===== src/rtl/core/grs_pkg.sv =====
// Shared types and constants for the group reversing stream block.
package grs_pkg;

	localparam int MAX_GROUP_DEF = 16;
	localparam int GS_W = 5;
	localparam logic [GS_W-1:0] GS_RESET = 5'd1;
	localparam int PADDR_W = 3;
	localparam logic REG_GROUP_SIZE = 1'b0;

	typedef struct packed {
		logic signed [31:0] value;
		logic               list_end;
	} item_t;

	typedef struct packed {
		logic signed [31:0] value_out;
		logic               run_end;
		logic               list_done;
	} result_t;

	typedef struct packed {
		logic valid;
		logic run_end;
		logic list_done;
	} res_flags_t;

endpackage


===== src/rtl/core/grs_ram.sv =====
// Generic single write port, single read port RAM with registered read data.
module grs_ram #(
	parameter int WIDTH = 32,
	parameter int DEPTH = 16,
	localparam int AW = (DEPTH > 1) ? $clog2(DEPTH) : 1
) (
	input  logic             clk,
	input  logic             we,
	input  logic [AW-1:0]    waddr,
	input  logic [WIDTH-1:0] wdata,
	input  logic             re,
	input  logic [AW-1:0]    raddr,
	output logic [WIDTH-1:0] rdata
);

	logic [WIDTH-1:0] mem [DEPTH];

	always_ff @(posedge clk) begin
		if (we) begin
			mem[waddr] <= wdata;
		end
		if (re) begin
			rdata <= mem[raddr];
		end
	end

endmodule


===== src/rtl/core/grs_cfg.sv =====
// APB-style configuration register holding the group size.
module grs_cfg (
	input  logic                        clk,
	input  logic                        arst_n,
	input  logic                        psel,
	input  logic                        penable,
	input  logic                        pwrite,
	input  logic [grs_pkg::PADDR_W-1:0] paddr,
	input  logic [31:0]                 pwdata,
	output logic [31:0]                 prdata,
	output logic                        pready,
	output logic [grs_pkg::GS_W-1:0]    group_size
);

	logic [grs_pkg::GS_W-1:0] group_size_q;
	logic                     sel_gs;

	assign pready = 1'b1;
	assign sel_gs = (paddr[grs_pkg::PADDR_W-1] == grs_pkg::REG_GROUP_SIZE);

	always_ff @(posedge clk or negedge arst_n) begin
		if (!arst_n) begin
			group_size_q <= grs_pkg::GS_RESET;
		end else if (psel && penable && pwrite && pready && sel_gs) begin
			group_size_q <= pwdata[grs_pkg::GS_W-1:0];
		end
	end

	assign prdata     = sel_gs ? {{(32 - grs_pkg::GS_W){1'b0}}, group_size_q} : 32'd0;
	assign group_size = group_size_q;

endmodule


===== src/rtl/core/grs_ctrl.sv =====
// Fill and drain sequencer: writes items into the buffer and reads groups back out.
module grs_ctrl #(
	parameter int MAX_GROUP = grs_pkg::MAX_GROUP_DEF,
	localparam int AW = (MAX_GROUP > 1) ? $clog2(MAX_GROUP) : 1
) (
	input  logic                     clk,
	input  logic                     arst_n,
	input  logic [grs_pkg::GS_W-1:0] group_size,
	input  logic                     item_valid,
	input  logic                     item_list_end,
	output logic                     item_stall,
	input  logic                     result_stall,
	output grs_pkg::res_flags_t      flags,
	output logic                     ram_we,
	output logic [AW-1:0]            ram_waddr,
	output logic                     ram_re,
	output logic [AW-1:0]            ram_raddr
);

	localparam int CW = $clog2(MAX_GROUP + 1);

	typedef enum logic [2:0] {
		ST_IDLE = 3'b001,
		ST_READ = 3'b010,
		ST_SHOW = 3'b100
	} state_t;

	state_t        state_q;
	logic [CW-1:0] fill_q;
	logic [CW-1:0] n_q;
	logic [CW-1:0] idx_q;
	logic          rev_q;
	logic          last_q;

	logic [CW-1:0] k_eff;
	logic [CW-1:0] n_new;
	logic [CW-1:0] rd_idx;
	logic [CW-1:0] rd_pos;
	logic          accept;
	logic          full;
	logic          final_res;

	always_comb begin
		if (group_size == '0) begin
			k_eff = CW'(1);
		end else if (32'(group_size) > MAX_GROUP) begin
			k_eff = CW'(MAX_GROUP);
		end else begin
			k_eff = CW'(group_size);
		end
	end

	assign n_new      = fill_q + CW'(1);
	assign full       = (n_new >= k_eff);
	assign item_stall = (state_q != ST_IDLE);
	assign accept     = item_valid && !item_stall;
	assign final_res  = (idx_q == n_q - CW'(1));

	assign ram_we    = accept;
	assign ram_waddr = fill_q[AW-1:0];

	assign rd_idx    = (state_q == ST_READ) ? idx_q : idx_q + CW'(1);
	assign rd_pos    = rev_q ? (n_q - CW'(1) - rd_idx) : rd_idx;
	assign ram_raddr = rd_pos[AW-1:0];
	assign ram_re    = (state_q == ST_READ) ||
	                   ((state_q == ST_SHOW) && !result_stall && !final_res);

	assign flags.valid     = (state_q == ST_SHOW);
	assign flags.run_end   = final_res;
	assign flags.list_done = final_res && last_q;

	always_ff @(posedge clk or negedge arst_n) begin
		if (!arst_n) begin
			state_q <= ST_IDLE;
			fill_q  <= '0;
			n_q     <= '0;
			idx_q   <= '0;
			rev_q   <= 1'b0;
			last_q  <= 1'b0;
		end else begin
			unique case (state_q)
				ST_IDLE: begin
					if (accept) begin
						if (full || item_list_end) begin
							fill_q  <= '0;
							n_q     <= n_new;
							idx_q   <= '0;
							rev_q   <= full;
							last_q  <= item_list_end;
							state_q <= ST_READ;
						end else begin
							fill_q <= n_new;
						end
					end
				end
				ST_READ: begin
					state_q <= ST_SHOW;
				end
				ST_SHOW: begin
					if (!result_stall) begin
						if (final_res) begin
							state_q <= ST_IDLE;
						end else begin
							idx_q <= idx_q + CW'(1);
						end
					end
				end
				default: begin
					state_q <= ST_IDLE;
				end
			endcase
		end
	end

endmodule


===== src/rtl/core/group_reverse_stream.sv =====
// Top level of the group reversing stream block.
// An item that completes no group is taken without a stall and gives no result.
// An item that closes a group of n values or ends the list stalls input for a buffer
// read, then n results at one per cycle unless result_stall holds them.
// The buffer RAM has one read port, which sets the drain rate; its contents are undefined.
// Reset clears the fill count, the sequencer and result_valid, and sets group size to 1.
module group_reverse_stream #(
	parameter int MAX_GROUP = grs_pkg::MAX_GROUP_DEF
) (
	input  logic                        clk,
	input  logic                        arst_n,
	input  logic                        psel,
	input  logic                        penable,
	input  logic                        pwrite,
	input  logic [grs_pkg::PADDR_W-1:0] paddr,
	input  logic [31:0]                 pwdata,
	output logic [31:0]                 prdata,
	output logic                        pready,
	input  logic                        item_valid,
	output logic                        item_stall,
	input  grs_pkg::item_t              item,
	output logic                        result_valid,
	input  logic                        result_stall,
	output grs_pkg::result_t            result
);

	localparam int AW = (MAX_GROUP > 1) ? $clog2(MAX_GROUP) : 1;

	logic [grs_pkg::GS_W-1:0] group_size;
	grs_pkg::res_flags_t      flags;
	logic                     ram_we;
	logic [AW-1:0]            ram_waddr;
	logic                     ram_re;
	logic [AW-1:0]            ram_raddr;
	logic [31:0]              ram_rdata;

	grs_cfg u_cfg (
		.clk        (clk),
		.arst_n     (arst_n),
		.psel       (psel),
		.penable    (penable),
		.pwrite     (pwrite),
		.paddr      (paddr),
		.pwdata     (pwdata),
		.prdata     (prdata),
		.pready     (pready),
		.group_size (group_size)
	);

	grs_ctrl #(
		.MAX_GROUP (MAX_GROUP)
	) u_ctrl (
		.clk           (clk),
		.arst_n        (arst_n),
		.group_size    (group_size),
		.item_valid    (item_valid),
		.item_list_end (item.list_end),
		.item_stall    (item_stall),
		.result_stall  (result_stall),
		.flags         (flags),
		.ram_we        (ram_we),
		.ram_waddr     (ram_waddr),
		.ram_re        (ram_re),
		.ram_raddr     (ram_raddr)
	);

	grs_ram #(
		.WIDTH (32),
		.DEPTH (MAX_GROUP)
	) u_ram (
		.clk   (clk),
		.we    (ram_we),
		.waddr (ram_waddr),
		.wdata (item.value),
		.re    (ram_re),
		.raddr (ram_raddr),
		.rdata (ram_rdata)
	);

	assign result_valid     = flags.valid;
	assign result.value_out = ram_rdata;
	assign result.run_end   = flags.run_end;
	assign result.list_done = flags.list_done;

	// No input is taken while results of the previous one are still pending.
	a_no_accept_while_draining: assert property (@(posedge clk) disable iff (!arst_n)
		result_valid |-> item_stall)
		else $error("input accepted while results are pending");

	// The end of a list always marks the end of its run.
	a_list_done_ends_run: assert property (@(posedge clk) disable iff (!arst_n)
		(result_valid && result.list_done) |-> result.run_end)
		else $error("list end without run end");

	// An item that ends the list always causes a drain.
	a_list_end_drains: assert property (@(posedge clk) disable iff (!arst_n)
		(item_valid && !item_stall && item.list_end) |=> item_stall)
		else $error("list end caused no results");

	// After the final result of a run is transferred, the output goes empty.
	a_run_end_empties: assert property (@(posedge clk) disable iff (!arst_n)
		(result_valid && !result_stall && result.run_end) |=> !result_valid)
		else $error("result shown after the end of its run");

endmodule


===== config.mk =====
export PLATFORM = sky130hd
export DESIGN_NAME = group_reverse_stream
export DESIGN_NICKNAME = d
export VERILOG_FILES = /design/src/rtl/core/grs_pkg.sv /design/src/rtl/core/grs_ram.sv /design/src/rtl/core/grs_cfg.sv /design/src/rtl/core/grs_ctrl.sv /design/src/rtl/core/group_reverse_stream.sv
export SDC_FILE = /design/constraint.sdc
export NUM_CORES = 1
export LEC_CHECK = 0
export BUFFER_PORTS_ARGS = -buffer_cell sky130_fd_sc_hd__buf_2
export CORE_UTILIZATION = 50
export CTS_CLUSTER_DIAMETER = 100
export DETAILED_ROUTE_END_ITERATION = 16
export GPL_TIMING_DRIVEN = 0
export PLACE_DENSITY = 0.68
export SKIP_CTS_REPAIR_TIMING = 1
export SYNTH_ARGS = -nofsm -noshare
export SYNTH_HDL_FRONTEND = slang
export SYNTH_HIERARCHICAL = 1
export SYNTH_SLANG_ARGS = --single-unit

===== constraint.sdc =====
create_clock -name clk -period 4.4 [get_ports clk]
set_input_delay 0.22 -clock clk [delete_from_list [all_inputs] [get_ports clk]]
set_output_delay 0.22 -clock clk [all_outputs]
set_load 0.1 [all_outputs]

==> flow_metrics.env <==
export IMPL_worstHoldPathCells=1
export IMPL_synthArstFlopShare=0.0439
export IMPL_skew_ns=0.0165
export IMPL_clkLatencyLatePin_ns=0.59
export IMPL_n_antenna_cell=0
export IMPL_grt_pass1_wl_mm=68.5
export IMPL_drv_slew=0
export IMPL_core_area_sq_mm=0.0433
export IMPL_dieArea_sq_mm=0.0450
export IMPL_viasPerCell=5.76
export IMPL_avgSynthCellArea_sq_um=21.2
export IMPL_peakVddDrop_v=0.000470
export IMPL_cts_buffers=57
export IMPL_max_slew_margin=0.278
export IMPL_pin_count=144
export IMPL_path_class="flop to flop"
export IMPL_yosysWarnings=6
export IMPL_worstPathMaxFanout=10
export IMPL_synth_enable_flop_cells=544
export IMPL_status="finished clean"
export IMPL_hold_violations=0
export IMPL_antenna_found_initial=1
export IMPL_drcViolationCount=0
export IMPL_via_count=10800
export IMPL_setup_worst_path_start_class="flop"
export IMPL_synth_seq_cells=569
export IMPL_fmax_mhz=239
export IMPL_cts_root_buf="clkbuf_16"
export IMPL_gp_congestion=0.739
export IMPL_cp_data_arrival_time_ns=4.50
export IMPL_post_dp_cell_area_sq_mm=0.0239
export IMPL_yosysMostFrequentCell="edfxtp_1"
export IMPL_synthToLayoutAreaGrowth_pct=16.1
export IMPL_die_h_microns=212
export IMPL_first_pass_iters=6
export IMPL_nets=1337
export IMPL_cp_required_ns=4.71
export IMPL_clk_pin_slew_worst_paths_ns=0.06
export IMPL_p_leak_nw=8.59
export IMPL_max_stage_delay_ns=0.73
export IMPL_rows=76
export IMPL_maxCapViolCount=0
export IMPL_hold_ws_ns=0.00836
export IMPL_period_needed_ns=4.19
export IMPL_overflow=0
export IMPL_hold_path_endpoint="u_ram/mem[6][19]"
export IMPL_design_area_sq_mm=0.0256
export IMPL_cts_max_level=2
export IMPL_synthesis_area_sq_mm=0.0221
export IMPL_r2r_end="u_ram/rdata[25]"
export IMPL_synth_top_area_frac=0.740
export IMPL_worstSetupEndpointType="flop"
export IMPL_layout_drive_gt1_share=0.315
export IMPL_final_antenna_net_count=0
export IMPL_r2r_cells=12
export IMPL_ys_seq_area_frac=0.768
export IMPL_synth_cell_types=49
export IMPL_grt_total_usage=0.212
export IMPL_hpwl_mm=28.9
export IMPL_worst_pin_slew_ns=1.08
export IMPL_yosysTopAreaCell="edfxtp_1"
export IMPL_die_x_microns=212
export IMPL_rsz0062_at_grt="no"
export IMPL_cts_tree="built"
export IMPL_ys_top_cells_by_area="edfxtp_1 74%, mux4_2 13%, dfrtp_1 2.6%"
export IMPL_setup_viol=0
export IMPL_clk_path_buf_depth=3
export IMPL_grt_max_degree=26
export IMPL_power_mw=17.8
export IMPL_crit_chain="ha_1 > inv_1 > nor2_1 > a21oi_1 > inv_1 > fa_1 > mux2i_1 > buf_2 > clkbuf_1 > mux4_2 > a22oi_1 > nand2_1"
export IMPL_worst_path_max_delay_cell="clkbuf_1"
export IMPL_cts_sinks=569
export IMPL_start_util=0.510
export IMPL_power_density_mw_per_mm2=694
export IMPL_hold_path_class="primary input to flop"
export IMPL_hp_start="item[20]"
export IMPL_synth_top_cells_by_count="544 x edfxtp_1, 128 x mux4_2, 64 x a22oi_1, 55 x nand2_1, 42 x buf_4"
export IMPL_wl_mm=45.6
export IMPL_port_buffer_count=86
export IMPL_drt_iter0_markers=989
export IMPL_synthCells=1043
export IMPL_path_common_cell="inv_1"
export IMPL_synth_ff_type="edfxtp_1"
export IMPL_r2r_start="u_ctrl/idx_q[0]"
export IMPL_rrSetupSlack_ns=0.21
export IMPL_grt_pass1_vias=10900
export IMPL_post_drt_wl_per_cell_microns=24.3
export IMPL_fin_crit_sh=0.952
[report_power, final]
group	total [mW]	leakage [nW]	internal, mW	switching, mW
Combinational	6.85	2.55	2.75	4.10
Clock	4.37	0.814	2.48	1.89
Sequential	6.59	5.23	6.46	0.124
Total	17.8	8.59	11.7	6.11
[metrics by stage]
stage | std cells | setup WS (ns) | util | setup TNS [ns]
6_report | 1874 | 0.211 | 0.593 | 0
4_1_cts | 1866 | 0.292 | 0.591 | 0
5_1_grt | 1874 | 0.100 | 0.593 | 0
2_1_floorplan | 1069 | 0.00241 | - | 0
3_3_place_gp | 1740 | -2.25 | 0.539 | -338.24
3_5_place_dp | 1768 | 0.329 | 0.552 | 0
[layout by cell type, fill, tap and decap left out, types with 13 or more instances in the layout]
cell	netlist	routed
edfxtp_1	544	544
mux4_2	128	128
buf_2	7	93
a22oi_1	64	64
clkbuf_16	0	57
nand2_1	55	54
buf_4	42	43
clkbuf_1	18	33
conb_1	2	28
dfrtp_1	23	23
buf_6	1	14
nor2_1	25	13
[layout make-up]
cell class	instances	area (sq um)
clock inverter	26	178
inverter	11	41.3
buffer	78	467
tap	585	732
fill	3109	17600
sequential	569	17000
timing repair buffer	122	962
multi-input combinational	411	4820
clock buffer	72	1480
[how the worst max path moves through the flow]
stage | startpoint | to
after floorplan | u_ctrl/state_q[1] | u_ram/rdata[0]
after global placement | u_ctrl/state_q[1] | u_ram/mem[0][15]
after detailed placement | u_ctrl/idx_q[0] | u_ram/rdata[28]
after CTS | u_ctrl/idx_q[0] | u_ram/rdata[28]
after global routing | u_ctrl/idx_q[0] | u_ram/rdata[25]
final | u_ctrl/idx_q[0] | u_ram/rdata[25]
[logic make-up after synthesis]
kind of cell | share of synthesized area
DFF | 0.768
muxes | 0.135
and+or+nand+nor | 0.0284
buffers and inverters | 0.0230
AOI/OAI and AO/OA | 0.0292
xor gates and xnor gates | 0.00890
adders and majority gates | 0.00714
other | 0.000340
[routing by layer]
layer | global-route usage | wire length, microns
met4 | 0.0670 | 1080
met1 | 0.301 | 19200
met3 | 0.0325 | 3020
met5 | 0 | 11
met2 | 0.340 | 22300
[critical path: cells and delay by family (launching register included)]
| kind | cells | cell delay [ns] |
|---|---|---|
| fa+ha+maj | 2 | 0.79 |
| flops | 1 | 0.46 |
| buf+inv | 4 | 1.27 |
| simple gates | 2 | 0.21 |
| compound gates | 2 | 0.51 |
| mux | 2 | 0.67 |
[registers in the layout, indices dropped and copies added, names as in the netlist]
| signal | count |
|---|---|
| u_ram/mem | 512 |
| u_ram/rdata | 32 |
| u_cfg/group_size | 5 |
| u_ctrl/fill_q | 5 |
| u_ctrl/idx_q | 5 |
| u_ctrl/n_q | 5 |
| u_ctrl/state_q | 3 |
| u_ctrl/last_q | 1 |
| u_ctrl/rev_q | 1 |
(Power assumes the default switching activity.)
